==> src/sv/btp3_pkg.sv <==
`timescale 1ns / 1ps
// ----------------------------------------------------------------------------
// btp3_pkg
// shared types and constants for the 3x3 binary thinning pass
// ----------------------------------------------------------------------------
package btp3_pkg;

    // line store depth, also the largest usable row length
    localparam int MAX_WIDTH  = 2048;
    localparam int MAX_HEIGHT = 4095;
    localparam int MIN_DIM    = 3;

    // configuration field width
    localparam int DIM_W     = 12;
    localparam int CFG_IDX_W = 2;

    // counter and compare widths
    localparam int COL_W    = $clog2(MAX_WIDTH);
    localparam int ROW_W    = $clog2(MAX_HEIGHT + 3);
    localparam int EMIT_W   = $clog2(MAX_WIDTH * MAX_HEIGHT);
    localparam int WCMP_W   = (COL_W + 1 > DIM_W) ? COL_W + 1 : DIM_W;
    localparam int PROD_W   = WCMP_W + DIM_W;

    // line store word: upper row bit and middle row bit
    localparam int LINE_W   = 2;
    localparam int LINE_UP  = 1;
    localparam int LINE_MID = 0;

    localparam logic [7:0] PIXEL_FG = 8'd255;
    localparam logic [7:0] PIXEL_BG = 8'd0;

    // register indexes
    localparam logic [CFG_IDX_W-1:0] CFG_IMAGE_WIDTH  = 2'd0;
    localparam logic [CFG_IDX_W-1:0] CFG_IMAGE_HEIGHT = 2'd1;

    localparam logic [DIM_W-1:0] RST_IMAGE_WIDTH  = 12'd640;
    localparam logic [DIM_W-1:0] RST_IMAGE_HEIGHT = 12'd480;

    typedef struct packed {
        logic pixel_on;
        logic flush;
    } t_in;

    typedef struct packed {
        logic [7:0] out_pixel;
        logic       frame_last;
    } t_out;

    // per item control handed from the counter stage to the window stage
    typedef struct packed {
        logic             pix;
        logic             col_zero;
        logic             emit;
        logic             last;
        logic             interior;
        logic [COL_W-1:0] addr;
    } t_tag;

endpackage

==> src/sv/btp3_ctrl.sv <==
`timescale 1ns / 1ps
// ----------------------------------------------------------------------------
// btp3_ctrl
// configuration registers and raster counters, builds the per item tag
// ----------------------------------------------------------------------------
module btp3_ctrl (
    input  logic                            i_clk,
    input  logic                            i_rst_n,
    input  logic                            i_cfg_wr,
    input  logic [btp3_pkg::CFG_IDX_W-1:0]  i_cfg_index,
    input  logic [btp3_pkg::DIM_W-1:0]      i_cfg_data,
    input  logic                            i_take,
    input  btp3_pkg::t_in                   i_req,
    output logic                            o_issue,
    output btp3_pkg::t_tag                  o_tag
);

    localparam int COL_W  = btp3_pkg::COL_W;
    localparam int ROW_W  = btp3_pkg::ROW_W;
    localparam int EMIT_W = btp3_pkg::EMIT_W;
    localparam int WCMP_W = btp3_pkg::WCMP_W;
    localparam int PROD_W = btp3_pkg::PROD_W;
    localparam int DIM_W  = btp3_pkg::DIM_W;

    logic [DIM_W-1:0]  r_width, r_height;
    logic [COL_W-1:0]  r_col, n_col;
    logic [ROW_W-1:0]  r_row, n_row;
    logic [EMIT_W-1:0] r_emitted, n_emitted;

    logic [WCMP_W-1:0] w_dim, v_ext;
    logic [DIM_W-1:0]  h_dim;
    logic [ROW_W-1:0]  h_ext;
    logic [COL_W:0]    col_inc;
    logic [ROW_W:0]    row_inc;
    logic [EMIT_W:0]   emit_inc;
    logic [PROD_W-1:0] area;
    logic              drain, ignored, wrap, emit, last;

    always_ff @(posedge i_clk) begin
        if (!i_rst_n) begin
            r_width  <= btp3_pkg::RST_IMAGE_WIDTH;
            r_height <= btp3_pkg::RST_IMAGE_HEIGHT;
        end else if (i_cfg_wr) begin
            unique case (i_cfg_index)
                btp3_pkg::CFG_IMAGE_WIDTH:  r_width  <= i_cfg_data;
                btp3_pkg::CFG_IMAGE_HEIGHT: r_height <= i_cfg_data;
                default: ;
            endcase
        end
    end

    always_comb begin
        // clamp the row length between MIN_DIM and the line store depth, the height between MIN_DIM and MAX_HEIGHT
        v_ext = WCMP_W'(r_width);
        if (v_ext < WCMP_W'(btp3_pkg::MIN_DIM)) begin
            w_dim = WCMP_W'(btp3_pkg::MIN_DIM);
        end else if (v_ext > WCMP_W'(btp3_pkg::MAX_WIDTH)) begin
            w_dim = WCMP_W'(btp3_pkg::MAX_WIDTH);
        end else begin
            w_dim = v_ext;
        end
        if (r_height < DIM_W'(btp3_pkg::MIN_DIM)) begin
            h_dim = DIM_W'(btp3_pkg::MIN_DIM);
        end else if (r_height > DIM_W'(btp3_pkg::MAX_HEIGHT)) begin
            h_dim = DIM_W'(btp3_pkg::MAX_HEIGHT);
        end else begin
            h_dim = r_height;
        end
        h_ext = ROW_W'(h_dim);

        col_inc  = {1'b0, r_col} + (COL_W+1)'(1);
        row_inc  = {1'b0, r_row} + (ROW_W+1)'(1);
        emit_inc = {1'b0, r_emitted} + (EMIT_W+1)'(1);
        area     = PROD_W'(w_dim) * PROD_W'(h_dim);

        drain   = r_row >= h_ext;
        ignored = !drain && i_req.flush;
        wrap    = WCMP_W'(col_inc) >= w_dim;
        emit    = (r_row >= ROW_W'(2)) || (r_row == ROW_W'(1) && r_col != '0);
        last    = emit && (PROD_W'(emit_inc) >= area);

        o_issue         = i_take && !ignored;
        o_tag.pix       = !drain && i_req.pixel_on;
        o_tag.col_zero  = r_col == '0;
        o_tag.emit      = emit;
        o_tag.last      = last;
        o_tag.interior  = (r_row >= ROW_W'(2)) && (row_inc <= {1'b0, h_ext})
                          && (r_col >= COL_W'(2)) && (WCMP_W'(col_inc) <= w_dim);
        o_tag.addr      = r_col;

        n_col     = r_col;
        n_row     = r_row;
        n_emitted = r_emitted;
        if (o_issue) begin
            if (last) begin
                n_col     = '0;
                n_row     = '0;
                n_emitted = '0;
            end else begin
                if (wrap) begin
                    n_col = '0;
                    n_row = row_inc[ROW_W-1:0];
                end else begin
                    n_col = col_inc[COL_W-1:0];
                end
                if (emit) begin
                    n_emitted = emit_inc[EMIT_W-1:0];
                end
            end
        end
    end

    always_ff @(posedge i_clk) begin
        if (!i_rst_n) begin
            r_col     <= '0;
            r_row     <= '0;
            r_emitted <= '0;
        end else begin
            r_col     <= n_col;
            r_row     <= n_row;
            r_emitted <= n_emitted;
        end
    end

endmodule

==> config.mk <==
export PLATFORM = sky130hd
export DESIGN_NAME = btp3_ctrl
export DESIGN_NICKNAME = d
export VERILOG_FILES = /design/src/sv/btp3_pkg.sv /design/src/sv/btp3_ctrl.sv
export SDC_FILE = /design/constraint.sdc
export NUM_CORES = 1
export LEC_CHECK = 0
export BUFFER_PORTS_ARGS = -buffer_cell sky130_fd_sc_hd__buf_2
export CAP_MARGIN = 20
export CORE_MARGIN = 2
export CORE_UTILIZATION = 49
export CTS_CLUSTER_SIZE = 24
export DETAILED_ROUTE_END_ITERATION = 8
export PLACE_DENSITY = 0.75
export SLEW_MARGIN = 20
export SYNTH_ARGS = -nofsm -noshare
export SYNTH_HDL_FRONTEND = slang
export SYNTH_SLANG_ARGS = --single-unit
==> constraint.sdc <==
create_clock -name i_clk -period 11 [get_ports i_clk]
set_clock_uncertainty 0.05 [all_clocks]
set_input_delay 2.2 -clock i_clk [delete_from_list [all_inputs] [get_ports i_clk]]
set_output_delay 2.2 -clock i_clk [all_outputs]
set_load 0.02 [all_outputs]
Word level (Yosys, flattened, before mapping)
Cells that the tools add are included.
- output and inout bits: 17
- flip-flop bits (word level): 71
- logic and storage cells: 52
- bits of input ports: 20
- equality and inequality tests: 2
- muxes and demuxes: 10
- order comparisons: 11
- reduce and logical (&&, ||, !) cells: 20
- multiply operators: 1
- add/subtract/negate cells: 3
- operators by type and width (kind ; count):
    two-way mux 12 bit ; 4
    two-way mux 23 bit ; 2
    two-way mux 13 bit ; 2
    adder 23 x 1 -> 24 bit (second input constant) ; 1
    >= comparator 24 bit ; 1
    greater-than comparator 12 bit (second input constant) ; 2
    < comparator 12 x 2 -> 1 bit (second input constant) ; 2
    multiplier 12 x 12 -> 24 bit ; 1
    two-way mux 11 bit ; 2
    adder 13 x 1 -> 14 bit (second input constant) ; 1
    <= comparator 14 x 12 -> 1 bit ; 1
    == test 13 x 1 -> 1 bit (second input constant) ; 1
    >= comparator 13 x 12 -> 1 bit ; 1
    >= comparator 13 x 2 -> 1 bit (second input constant) ; 1
    adder 11 x 1 -> 12 bit (second input constant) ; 1
    >= comparator 12 bit ; 1
    <= comparator 12 bit ; 1
    >= comparator 11 x 2 -> 1 bit (second input constant) ; 1
    zero test 11 bit ; 1
    nonzero test 11 bit ; 1
    logical AND 1 bit ; 8
    AND reduction 2 bit ; 4
    nonzero test 2 bit ; 2
    == test 2 x 1 -> 1 bit (second input constant) ; 1
    other kinds (3) ; 4

Depth between registers and ports, before layout
- word-level depth: 9
- depth in mapped cells: 34
- gate-level depth less buffers: 31

Worst setup path before layout
No wires, ideal clock.
- kind: register to output
- from: reg r_width[5]
- to: out o_tag[12] in the netlist's numbering
- setup slack: 1.497 ns
- required time: 8.750 ns
- cell stages (with the launch flop): 31
- data arrival time: 7.253 ns
- buffers on the path: 2
- cell sequence: dfxtp_1 nor4_1 nand3_1 o31ai_1 and2_1 clkbuf_1 inv_1 nor2_1 fa_1 fa_1 fa_1 fa_1 inv_1 fa_1 inv_1 ha_1 a21oi_1 nand2_1 o41ai_2 o2111ai_1 a21oi_1 o21ai_0 xnor2_1 ha_1 nand4_1 nor3_2 inv_1 nor4_4 o21ai_4 inv_4 buf_4
- longest elaborated chain between the ends: 6
- elaborated cells between the ends (all ways): 7
- classes of those cells: 1 x mul; 3 x order compare; 2 x mux; 1 x reduce/logical
- RTL lines (item ; RTL line ; RTL):
    from (decl) ; btp3_ctrl.sv:25 ; logic [DIM_W-1:0] r_width, r_height;
    from (signal assigned) ; btp3_ctrl.sv:41 ; r_width <= btp3_pkg::RST_IMAGE_WIDTH;
    from (signal assigned) ; btp3_ctrl.sv:45 ; btp3_pkg::CFG_IMAGE_WIDTH: r_width <= i_cfg_data;
    greater-than comparator 12 bit ; btp3_ctrl.sv:57 ; end else if (v_ext > WCMP_W'(btp3_pkg::MAX_WIDTH)) begin
    two-way mux 12 bit ; btp3_ctrl.sv:57 ;
    two-way mux 12 bit * ; btp3_ctrl.sv:55 ; if (v_ext < WCMP_W'(btp3_pkg::MIN_DIM)) begin
    multiplier 12 x 12 -> 24 bit * ; btp3_ctrl.sv:74 ; area = PROD_W'(w_dim) * PROD_W'(h_dim);
    >= comparator 24 bit * ; btp3_ctrl.sv:80 ; last = emit && (PROD_W'(emit_inc) >= area);
    logical AND 1 bit * ; btp3_ctrl.sv:80 ;
    to (decl) ; btp3_ctrl.sv:15 ; output btp3_pkg::t_tag o_tag
Every way passes the cells marked *; elsewhere a longest branch is shown, timed or not.

==> results.json <==
{
  "async_flop_share_pct": 0,
  "worstSetupStartpointType": "flip-flop",
  "r2r_slack_ps": 2540,
  "place_hpwl_mm": 20.0,
  "via_per_inst": 5.82,
  "place_congestion": 0.897,
  "clock_sinks": 71,
  "hp-start": "r_width[2]",
  "ys_seq_elements": 71,
  "placementRows": 53,
  "overflow": 0,
  "ys_seq_area_share_pct": 13.7,
  "status": "finished, final reports clean",
  "path_max_fanout": 10,
  "finish.utilization_pct": 53.0,
  "drt_iter0_markers": 439,
  "rr_endpoint": "r_emitted[20]",
  "finalCritPeriodShare_pct": 94.4,
  "cp_slowest_cell": "fa_1",
  "ys_warn_count": 0,
  "multi_input_area_sq_um": 8010,
  "whs_ps": 434,
  "initial_core_util_pct": 49.8,
  "coreArea_sq_um": 20900,
  "pre_cts_ws_ps": 623,
  "netlist-cell-type-count": 73,
  "power_density_nw_per_um2": 84.7,
  "power_leakage_nw": 5.19,
  "timing.final.ws_setup_ps": 619,
  "grt_antenna_before_repair": 1,
  "critPathMaxStageDelay_ps": 550,
  "r2r_start": "r_width[5]",
  "dp.cells": 1552,
  "rr_worst_depth": 29,
  "min_path_cells": 2,
  "synth_edf_count": 0,
  "max-slew-margin-rel_pct": 29.4,
  "grt_usage_pct": 24.0,
  "crit_top_cell": "fa_1",
  "ant_nets": 0,
  "post_layout_nonfiller_instances": 1569,
  "routed_wl_mm": 25.9,
  "synth_top_area_share_pct": 19.3,
  "worstSetupPathType": "flip-flop to primary output",
  "arrival_ps": 8130,
  "ioPinCount": 37,
  "ys_top_cells_by_count": "nand2_1, inv_1, ha_1",
  "synth_area_leader_cell": "fa_1",
  "hold_end": "r_width[2]",
  "finalHoldViolCount": 0,
  "rsz0062_at_grt": "false",
  "area_growth_pct": 6.44,
  "antennaDiodeCount": 0,
  "end_kind": "primary output",
  "grt_max_degree": 117,
  "first_global_vias": 8729,
  "fin_crit_ps": 10380,
  "synthCells": 1298,
  "clock_latency_ps": 350,
  "fillCellCount": 1949,
  "clkTransAtPathRegs_ps": 60,
  "hp-class": "flip-flop to flip-flop",
  "drv_cap": 0,
  "fin_tns_setup_ps": 0,
  "grt_pass1_wl_mm": 43.1,
  "cts_tree": "built",
  "clockBufferDepth": 2,
  "slew_viol_final": 0,
  "wl_per_cell_um": 16.5,
  "synth-main-ff-cell": "dfxtp_1",
  "required_ps": 8750,
  "vias": 9126,
  "port_buffers": 36,
  "htree_levels": 3,
  "syn_area_sq_um": 10400,
  "tightest_slew_ps": 1060,
  "ir_worst_vdd_mv": 0.111,
  "cts_buffers": 9,
  "holdBufCountCts": 0,
  "die_width_um": 150,
  "netlist_top_cells_area": "fa_1, ha_1, dfxtp_1, nand2_1, inv_1",
  "syn-num-nets": 1547,
  "yosysMostFrequentCell": "nand2_1",
  "layout-drive-gt1-share_pct": 7.50,
  "finalSetupViolCount": 0,
  "dieArea_sq_um": 22400,
  "drtPass1Iterations": 5,
  "final_nets": 1538,
  "regArea_sq_um": 1420,
  "cts_root_buffer": "clkbuf_16",
  "drc": 0,
  "die_y_um": 150,
  "fmax_mhz": 96.3,
  "avgSynthCellArea_sq_um": 8.01
}
-- registers in the layout, indices dropped and copies added (netlist names) --
register   count
r_height      12
r_width       12
r_emitted     23
r_col         11
r_row         13
-- placed cells by master (no fill, tap or decap), drive strengths merged, types with 23 or more instances in the layout --
cell type / netlist / routed
dfxtp: 71 / 71
nand2: 192 / 192
nand4: 44 / 44
fa: 100 / 100
o21ai: 29 / 29
xor2: 23 / 23
nor2: 84 / 84
nand3: 63 / 63
buf: 25 / 49
ha: 129 / 129
inv: 172 / 172
a21oi: 41 / 41
xnor2: 35 / 35
a21boi: 30 / 30
-- where the power goes --
part           switching, mW  internal (mW)
Clock                  0.124          0.218
Combinational          0.204          0.122
Sequential           0.00815          0.261
Total                  0.336          0.601
-- worst max-delay path, delay by kind of cell (launching register included) --
family                     cells  cell delay (ps)
buffers and inverters          6              810
xor gates and xnor gates       1              150
and+or+nand+nor                7             1470
DFF                            1              330
AOI/OAI and AO/OA              7             1760
adders and majority gates      7             3260
-- cell type report --
cell class              count  share of cell area, %
clock buffers              12                   2.41
clock inverters             4                  0.690
inverters                 178                   6.06
multi-input cells         980                   72.4
flip-flops and latches     71                   12.8
well taps                 275                   3.11
repair buffers             49                   2.51
-- routing by layer --
metal / global-route usage [%] / up-vias / share of wire, %
li1: - / 4348 / -
met2: 37.6 / 349 / 46
met1: 33.2 / 4381 / 44
met5: 0 / - / 0.050
met4: 7.33 / 2 / 2.0
met3: 5.24 / 46 / 8.1
-- what timing repair did --
action                     CTS  global route
buffers inserted             0             1
resized for setup            0             4
setup endpoints to repair    0             1
-- logic make-up (layout without fill, tap and decap cells) --
| logic type | Yosys count | after routing | synth area share, % |
|---|---|---|---|
| flip-flops | 71 | 71 | 13.7 |
| buffers and inverters | 247 | 243 | 9.46 |
| AO/OA/AOI/OAI | 189 | 189 | 12.8 |
| adder cells (fa/ha/maj) | 229 | 229 | 34.8 |
| multiplexers | 3 | 3 | 0.289 |
| AND/OR/NAND/NOR | 501 | 501 | 24.1 |
| XOR/XNOR | 58 | 58 | 4.89 |
-- per-stage QoR --
step	instance area (sq um)	total power, mW
final	11100	0.937
after global routing	11100	0.992
after CTS	11000	0.937
after detailed placement	10700	0.596
after global placement	10700	0.588
after floorplan	10400	0.516
-- worst max-delay path by stage --
stage / depth (start not counted) / startpoint / to / slack, ps
2_1_floorplan: 30 / r_width[5] / o_tag[12] / 1500
3_3_place_gp: 28 / r_width[5] / o_tag[12] / 880
6_report: 28 / r_width[5] / o_tag[12] / 620
5_1_grt: 29 / r_width[5] / o_tag[12] / 20
4_1_cts: 28 / r_width[5] / o_tag[12] / 200
3_5_place_dp: 28 / r_width[5] / o_tag[12] / 620
No activity file was read; power rests on OpenSTA's default activity.
