<file path="config.mk">
export PLATFORM = sky130hd
export DESIGN_NAME = btp3_win
export DESIGN_NICKNAME = d
export VERILOG_FILES = /design/src/sv/btp3_pkg.sv /design/src/sv/btp3_win.sv
export SDC_FILE = /design/constraint.sdc
export NUM_CORES = 1
export LEC_CHECK = 0
export CORE_MARGIN = 8
export CORE_UTILIZATION = 35
export CTS_CLUSTER_DIAMETER = 40
export DETAILED_ROUTE_END_ITERATION = 10
export DONT_BUFFER_PORTS = 1
export GPL_TIMING_DRIVEN = 0
export PLACE_DENSITY_LB_ADDON = 0.1
export SLEW_MARGIN = 20
export SYNTH_ARGS = -nofsm -noshare
export SYNTH_HDL_FRONTEND = slang
export SYNTH_SLANG_ARGS = --single-unit
</file>
<file path="constraint.sdc">
create_clock -name i_clk -period 4.95 [get_ports i_clk]
set_input_delay 0.2475 -clock i_clk [delete_from_list [all_inputs] [get_ports i_clk]]
set_output_delay 0.2475 -clock i_clk [all_outputs]
set_load 0.01 [all_outputs]
</file>
<file path="src/sv/btp3_pkg.sv">
`timescale 1ns / 1ps
// ----------------------------------------------------------------------------
// btp3_pkg
// shared types and constants for the 3x3 binary thinning pass
// ----------------------------------------------------------------------------
package btp3_pkg;

    // line store depth, also the largest usable row length
    localparam int MAX_WIDTH  = 2048;
    localparam int MAX_HEIGHT = 4095;
    localparam int MIN_DIM    = 3;

    // configuration field width
    localparam int DIM_W     = 12;
    localparam int CFG_IDX_W = 2;

    // counter and compare widths
    localparam int COL_W    = $clog2(MAX_WIDTH);
    localparam int ROW_W    = $clog2(MAX_HEIGHT + 3);
    localparam int EMIT_W   = $clog2(MAX_WIDTH * MAX_HEIGHT);
    localparam int WCMP_W   = (COL_W + 1 > DIM_W) ? COL_W + 1 : DIM_W;
    localparam int PROD_W   = WCMP_W + DIM_W;

    // line store word: upper row bit and middle row bit
    localparam int LINE_W   = 2;
    localparam int LINE_UP  = 1;
    localparam int LINE_MID = 0;

    localparam logic [7:0] PIXEL_FG = 8'd255;
    localparam logic [7:0] PIXEL_BG = 8'd0;

    // register indexes
    localparam logic [CFG_IDX_W-1:0] CFG_IMAGE_WIDTH  = 2'd0;
    localparam logic [CFG_IDX_W-1:0] CFG_IMAGE_HEIGHT = 2'd1;

    localparam logic [DIM_W-1:0] RST_IMAGE_WIDTH  = 12'd640;
    localparam logic [DIM_W-1:0] RST_IMAGE_HEIGHT = 12'd480;

    typedef struct packed {
        logic pixel_on;
        logic flush;
    } t_in;

    typedef struct packed {
        logic [7:0] out_pixel;
        logic       frame_last;
    } t_out;

    // per item control handed from the counter stage to the window stage
    typedef struct packed {
        logic             pix;
        logic             col_zero;
        logic             emit;
        logic             last;
        logic             interior;
        logic [COL_W-1:0] addr;
    } t_tag;

endpackage

</file>
<file path="src/sv/btp3_win.sv">
`timescale 1ns / 1ps
// ----------------------------------------------------------------------------
// btp3_win
// line store write back, 3x3 window, thinning decision and output register
// ----------------------------------------------------------------------------
module btp3_win (
    input  logic                          i_clk,
    input  logic                          i_rst_n,
    input  logic                          i_issue,
    input  btp3_pkg::t_tag                i_tag,
    input  logic [btp3_pkg::LINE_W-1:0]   i_rd_data,
    input  logic                          i_out_stall,
    output logic                          o_busy,
    output logic                          o_wr_en,
    output logic [btp3_pkg::COL_W-1:0]    o_wr_addr,
    output logic [btp3_pkg::LINE_W-1:0]   o_wr_data,
    output logic                          o_valid,
    output btp3_pkg::t_out                o_rsp
);

    // 1 when the foreground centre of window w is to be deleted
    function automatic logic delete_centre(logic [8:0] w);
        logic [7:0] f;
        logic [7:0] t;
        logic [3:0] a;
        logic [3:0] b;
        logic       sel;
        logic       res;
        f = {w[8], w[7], w[6], w[3], w[0], w[1], w[2], w[5]};
        t = f ^ {f[0], f[7:1]};
        a = '0;
        b = '0;
        for (int n = 0; n < 8; n++) begin
            a = a + 4'(t[n]);
            b = b + 4'(f[n]);
        end
        res = 1'b0;
        if ((a == 4'd0 || a == 4'd2 || a == 4'd4) && b != 4'd1) begin
            sel = !(f[0] && f[2] && f[4]) && !(f[0] && f[2] && f[6]);
            if (sel) begin
                res = (a != 4'd4)
                    || (f[0] && f[6] && (f[1] || f[5]) && !(f[2] || f[3] || f[4] || f[7]))
                    || (f[0] && f[2] && (f[3] || f[7]) && !(f[1] || f[4] || f[5] || f[6]));
            end else if (!(f[2] && f[4] && f[6]) && !(f[4] && f[6] && f[0])) begin
                res = (a != 4'd4)
                    || (f[4] && f[2] && (f[5] || f[1]) && !(f[0] || f[3] || f[6] || f[7]))
                    || (f[6] && f[4] && (f[7] || f[3]) && !(f[0] || f[5] || f[2] || f[1]));
            end
        end
        return res;
    endfunction

    logic                         r_s1_vld;
    btp3_pkg::t_tag               r_s1;
    logic                         r_fwd, n_fwd;
    logic [btp3_pkg::LINE_W-1:0]  r_fwd_data;
    logic [8:0]                   r_win, n_win;
    logic                         r_out_vld;
    btp3_pkg::t_out               r_out, n_out;

    logic [btp3_pkg::LINE_W-1:0]  line;
    logic                         top, mid, keep, out_free, s1_go;

    always_comb begin
        // forwarded word replaces the ram word when the entry was just written
        line     = r_fwd ? r_fwd_data : i_rd_data;
        top      = line[btp3_pkg::LINE_UP];
        mid      = line[btp3_pkg::LINE_MID];
        n_win    = {r_s1.pix, r_win[8:7], mid, r_win[5:4], top, r_win[2:1]};

        out_free = !r_out_vld || !i_out_stall;
        s1_go    = r_s1_vld && (!r_s1.emit || out_free);
        o_busy   = r_s1_vld && !s1_go;

        if (r_s1.col_zero) begin
            keep = r_win[5];
        end else begin
            keep = n_win[4] && !(r_s1.interior && delete_centre(n_win));
        end
        n_out.out_pixel  = keep ? btp3_pkg::PIXEL_FG : btp3_pkg::PIXEL_BG;
        n_out.frame_last = r_s1.last;

        o_wr_en   = s1_go;
        o_wr_addr = r_s1.addr;
        o_wr_data = {mid, r_s1.pix};

        n_fwd = i_issue && s1_go && (i_tag.addr == r_s1.addr);
    end

    always_ff @(posedge i_clk) begin
        if (!i_rst_n) begin
            r_s1_vld  <= 1'b0;
            r_fwd     <= 1'b0;
            r_win     <= '0;
            r_out_vld <= 1'b0;
        end else begin
            if (i_issue) begin
                r_s1_vld <= 1'b1;
                r_fwd    <= n_fwd;
            end else if (s1_go) begin
                r_s1_vld <= 1'b0;
            end
            if (s1_go) begin
                r_win <= r_s1.last ? 9'd0 : n_win;
            end
            if (s1_go && r_s1.emit) begin
                r_out_vld <= 1'b1;
            end else if (!i_out_stall) begin
                r_out_vld <= 1'b0;
            end
        end
    end

    always_ff @(posedge i_clk) begin
        if (i_issue) begin
            r_s1       <= i_tag;
            r_fwd_data <= {mid, r_s1.pix};
        end
        if (s1_go && r_s1.emit) begin
            r_out <= n_out;
        end
    end

    assign o_valid = r_out_vld;
    assign o_rsp   = r_out;

endmodule

</file>
Word-level counts from Yosys, hierarchy flattened
Index checks and enable logic that the tools add are counted.

Register bits: 39. Logic and storage cells: 109. Input bits: 22.

Bitwise gates (word level): 1. Reduce and logical (&&, ||, !) cells: 63. Add/sub/neg operators: 14. Multiplexer cells: 12. Eq/ne operators: 6.

Operators with widths (number): $add 4x1->4 (8); $logic_and 1x1->1 (26); $logic_or 1x1->1 (22); $logic_not 1->1 (13); $eq 11x11->1 (1); $mux 1 (9); $mux 9 (1); $add 3x1->4 (2); $mux 8 (1); $xor 8x8->8 (1); $add 2x1->3 (2); $add 1x1->2 (2); $eq 4x2->1 const B (1); $eq 4x3->1 const B (1); $logic_not 4->1 (1); $ne 4x1->1 const B (1); $ne 4x3->1 const B (1); $mux 2 (1); $ne 2x1->1 const B (1); $reduce_bool 2->1 (1).

Logic depth before layout (Yosys ltp)
Depth in word-level cells: 21. Depth in mapped cells: 15. Gate-level depth less buffers: 15.

Worst setup path before layout
Ideal clock, no wire load.

Path type: reg-to-reg. From: register r_fwd. To: register r_out, in the netlist o_rsp[7] (data pin). Data required time: 4693 ps. Buffers on the path: 0. Cell stages (with the launch flop): 16. Setup time: 257 ps. Path slack: 856 ps. Data arrival time: 3837 ps. Path through: dfxtp_1 > mux2i_2 > inv_2 > ha_1 > ha_1 > inv_1 > fa_1 > inv_1 > fa_1 > ha_1 > inv_1 > fa_1 > nor2b_1 > o31ai_1 > nand4_1 > a32o_2.

Word-level cells in the longest chain between the ends: 21. Elaborated cells on any way between the ends: 67. Those cells by class: 14 x add/sub; 4 x eq/ne; 7 x mux; 1 x bitwise; 41 x reduce/logical.

Ends and longest elaborated chain: start, declared (line btp3_win.sv:55) `logic r_fwd, n_fwd;`; start signal, assigned (line btp3_win.sv:99) `r_fwd <= n_fwd;`; $mux 2 * (line btp3_win.sv:66) `line = r_fwd ? r_fwd_data : i_rd_data;`; net o_wr_data, one bit (line btp3_win.sv:16) `output logic [btp3_pkg::LINE_W-1:0] o_wr_data,`; $xor 8x8->8 (line btp3_win.sv:30) `t = f ^ {f[0], f[7:1]};`; $add 1x1->2 (line btp3_win.sv:34) `a = a + 4'(t[n]);`; $add 2x1->3 (line btp3_win.sv:34); $add 3x1->4 (line btp3_win.sv:34); $add 4x1->4 (4 in a row) (line btp3_win.sv:34); $ne 4x3->1 (line btp3_win.sv:41, btp3_win.sv:45); (+4 left out); $mux 1 * (line btp3_win.sv:38) `if ((a == 4'd0 || a == 4'd2 || a == 4'd4) && b != 4'd1) begin`; $mux 1 * (line btp3_win.sv:75) `if (r_s1.col_zero) begin`; $logic_and 1x1->1 * (line btp3_win.sv:78) `keep = n_win[4] && !(r_s1.interior && delete_centre(n_win));`; $logic_not 1->1 * (line btp3_win.sv:78); $logic_and 1x1->1 * (line btp3_win.sv:78); $mux 1 * (line btp3_win.sv:75); net keep (line btp3_win.sv:62) `logic top, mid, keep, out_free, s1_go;`; $mux 8 * (line btp3_win.sv:80) `n_out.out_pixel = keep ? btp3_pkg::PIXEL_FG : btp3_pkg::PIXEL_BG;`; end signal, assigned (line btp3_win.sv:120) `r_out <= n_out;`; end, declared (line btp3_win.sv:59) `btp3_pkg::t_out r_out, n_out;`.

Mark *: on every way through the listed nets, which the timed path passes. The rest lies on a longest branch. The select of a mux whose other input is x is not followed. A chain may end at the register's enable or synchronous reset.

Final worst setup path
Ends and elaborated chain as after synthesis.

==> flow_metrics.env <==
export IMPL_cp_end_kind="register"
export IMPL_initial_core_util_pct=35.9
export IMPL_cts_buffers=5
export IMPL_overflow=0
export IMPL_synth_warnings=0
export IMPL_syn_nets=201
export IMPL_fillers=514
export IMPL_postSynthCellCount=162
export IMPL_root_buffer="clkbuf_8"
export IMPL_synth_ff_type="edfxtp_1"
export IMPL_grt_pass1_vias=1218
export IMPL_ys_seq_area_share_pct=42.8
export IMPL_irDropWorstVdd_mv=0.196
export IMPL_clk_pin_slew_worst_paths_ps=70
export IMPL_post_drt_wl_per_cell_um=14.8
export IMPL_h_tree_depth=2
export IMPL_post_cts_setup_buffers=0
export IMPL_setup_viol=0
export IMPL_hold_class="in2reg"
export IMPL_yosys_top_cells_area="edfxtp_1, dfxtp_1, buf_4, fa_1, xnor2_1"
export IMPL_synth_cell_type_count=38
export IMPL_synth_avg_cell_area_um2=11.3
export IMPL_cap_violations=0
export IMPL_critical_path_top_delay_family="adder cells"
export IMPL_via_count=1163
export IMPL_grt_max_degree=22
export IMPL_portBuffers=0
export IMPL_p_leak_nw=0.772
export IMPL_worst_path_buf_inv=4
export IMPL_syn_to_final_growth_pct=9.47
export IMPL_syn_cell_area_mm2=0.00182
export IMPL_die_x_um=88.2
export IMPL_clockBufferDepth=2
export IMPL_ioPinCount=47
export IMPL_drc_errors=0
export IMPL_fp_row_count=26
export IMPL_powerDensity_mw_per_mm2=287
export IMPL_synthTopCellsByCount="edfxtp_1, buf_4, inv_1, xnor2_1"
export IMPL_async_flop_share_pct=0
export IMPL_fin_tns_setup_ps=0
export IMPL_drive_above_1_share_pct=18.8
export IMPL_drt_iter0_markers=76
export IMPL_core_area_mm2=0.00507
export IMPL_drt_vias_per_instance=4.85
export IMPL_cp_max_fo=6
export IMPL_ctsHoldBuffers=0
export IMPL_rsz0062_at_grt="no"
export IMPL_seq_area_um2=781
export IMPL_slowest_delay_ps=550
export IMPL_status="finished clean"
export IMPL_finalHoldViolCount=0
export IMPL_min_period_ps=4450
export IMPL_post_route_period_util_pct=90.0
export IMPL_synth_edf_count=20
export IMPL_required_ps=4980
export IMPL_drt_total_wl_mm=3.55
export IMPL_die_area_mm2=0.00777
export IMPL_place_gp_congestion=0.809
export IMPL_final_antenna_net_count=0
export IMPL_start_kind="register"
export IMPL_insertion_delay_ps=280
export IMPL_synth_most_common_cell="edfxtp_1"
export IMPL_firstDrtPassIters=4
export IMPL_globalRouteTotalUtil_pct=9.77
export IMPL_cpMaxStageDelayCell="fa_1"
export IMPL_die_y_um=88.2
export IMPL_critPathArrivalTime_ps=4490
export IMPL_grt_pass1_wl_mm=5.78
export IMPL_fmax_mhz=225
export IMPL_path_cells="mux2i_2 > inv_2 > ha_1 > ha_1 > inv_1 > fa_1 > inv_1 > fa_1 > ha_1 > inv_1 > fa_1 > nor2b_1 > o31ai_1 > nand4_1 > a32o_2"
export IMPL_fin_skew_ps=6.82
export IMPL_cts_sinks=29
export IMPL_dp_cells=232
export IMPL_slew_viol_final=0
export IMPL_multi_input_area_um2=810
export IMPL_stdcell_count=240
export IMPL_cts_tree="done"
export IMPL_antennaDiodeCount=0
export IMPL_ctsResizeCount=0
export IMPL_crit_type="reg2reg"
export IMPL_relSlewSlack_pct=66.9
export IMPL_antenna_found_initial=0
export IMPL_nets=208
export IMPL_synth_seq_cells=29
export IMPL_synth_area_leader_cell="edfxtp_1"
export IMPL_worst_slew_pin_slew_ps=487
export IMPL_yosysTopAreaCellShare_pct=32.9
export IMPL_place_detailed_hpwl_mm=2.93
## power by group
part,switching (mW),total [mW],internal (mW)
Combinational,0.0479,0.0969,0.0490
Sequential,0.0123,0.288,0.276
Clock,0.0902,0.187,0.0970
Total,0.150,0.572,0.422
## layout make-up
| type | count | share of cell area [%] |
|---|---|---|
| plain buffers | 22 | 8.09 |
| clock buffers | 5 | 3.45 |
| clock inverters | 3 | 0.815 |
| inverters | 19 | 3.57 |
| multi-input cells | 92 | 40.6 |
| flip-flops and latches | 29 | 39.1 |
| well taps | 70 | 4.39 |
## stage by stage
step | setup slack, ps | hold WS (ps) | cell area (um2) | total power, mW | utilization, %
4_1_cts | 455 | 49.7 | 2000 | 0.583 | 39.3
2_1_floorplan | 856 | 346 | 1820 | 0.372 | -
3_3_place_gp | 485 | 346 | 1910 | 0.389 | 37.6
3_5_place_dp | 461 | 346 | 1910 | 0.393 | 37.6
5_1_grt | 153 | 41.3 | 2000 | 0.606 | 39.3
6_report | 496 | 60.2 | 2000 | 0.572 | 39.3
## kinds of logic (layout without fill, tap and decap cells)
logic type      Yosys count  count (layout)  share of synthesized area (%)
xor+xnor                 17              17                           8.17
simple gates             39              39                           12.8
buf+inv                  41              49                           12.8
mux                       2               2                           1.51
compound gates           17              17                           7.34
fa+ha+maj                17              17                           14.6
flops                    29              29                           42.8
## flip-flops by register name, indices dropped and copies added (netlist names)
signal / flops
n_out: 1
o_rsp: 2
o_valid: 1
o_wr_addr: 11
o_wr_data: 1
r_fwd: 1
r_fwd_data: 2
r_s1: 3
r_s1_vld: 1
r_win: 6
## path summary, 6_finish.rpt
check / slack, ps / depth (start not counted) / to / start
setup / recovery: 500 / 15 / o_rsp[7] / r_fwd
hold / removal: 60 / 0 / r_s1[13] / i_tag[13]
setup reg to reg: 500 / 15 / o_rsp[7] / r_fwd
hold reg to reg: 510 / 2 / o_valid / r_s1_vld
## routing by layer
metal / global-route usage (%) / wire length, um / share of wire [%] / vias up
met4: 5.07 / 64 / 1.8 / 0
met2: 15.3 / 1650 / 47 / 45
li1: - / - / - / 559
met5: 0 / 0 / 0 / -
met3: 5.44 / 382 / 11 / 6
met1: 10.3 / 1450 / 41 / 553
## cells in the final DEF (no fill, tap or decap), drive strengths merged
cell / count
a2111oi: 1
a21boi: 7
a21oi: 1
a31oi: 1
a32o: 1
and2: 1
and3: 3
buf: 20
clkbuf: 7
clkinv: 2
dfxtp: 9
edfxtp: 20
fa: 7
ha: 10
inv: 20
mux2i: 2
nand2: 10
nand3: 1
nand3b: 1
nand4: 5
nand4b: 1
nand4bb: 1
nor2: 1
nor2b: 2
nor3: 1
nor3b: 2
nor4: 1
nor4b: 2
o2111ai: 2
o21a: 2
o311a: 1
o31ai: 1
or3: 6
or4b: 1
xnor2: 15
xor2: 2
Power figures use the tool's default switching activity.
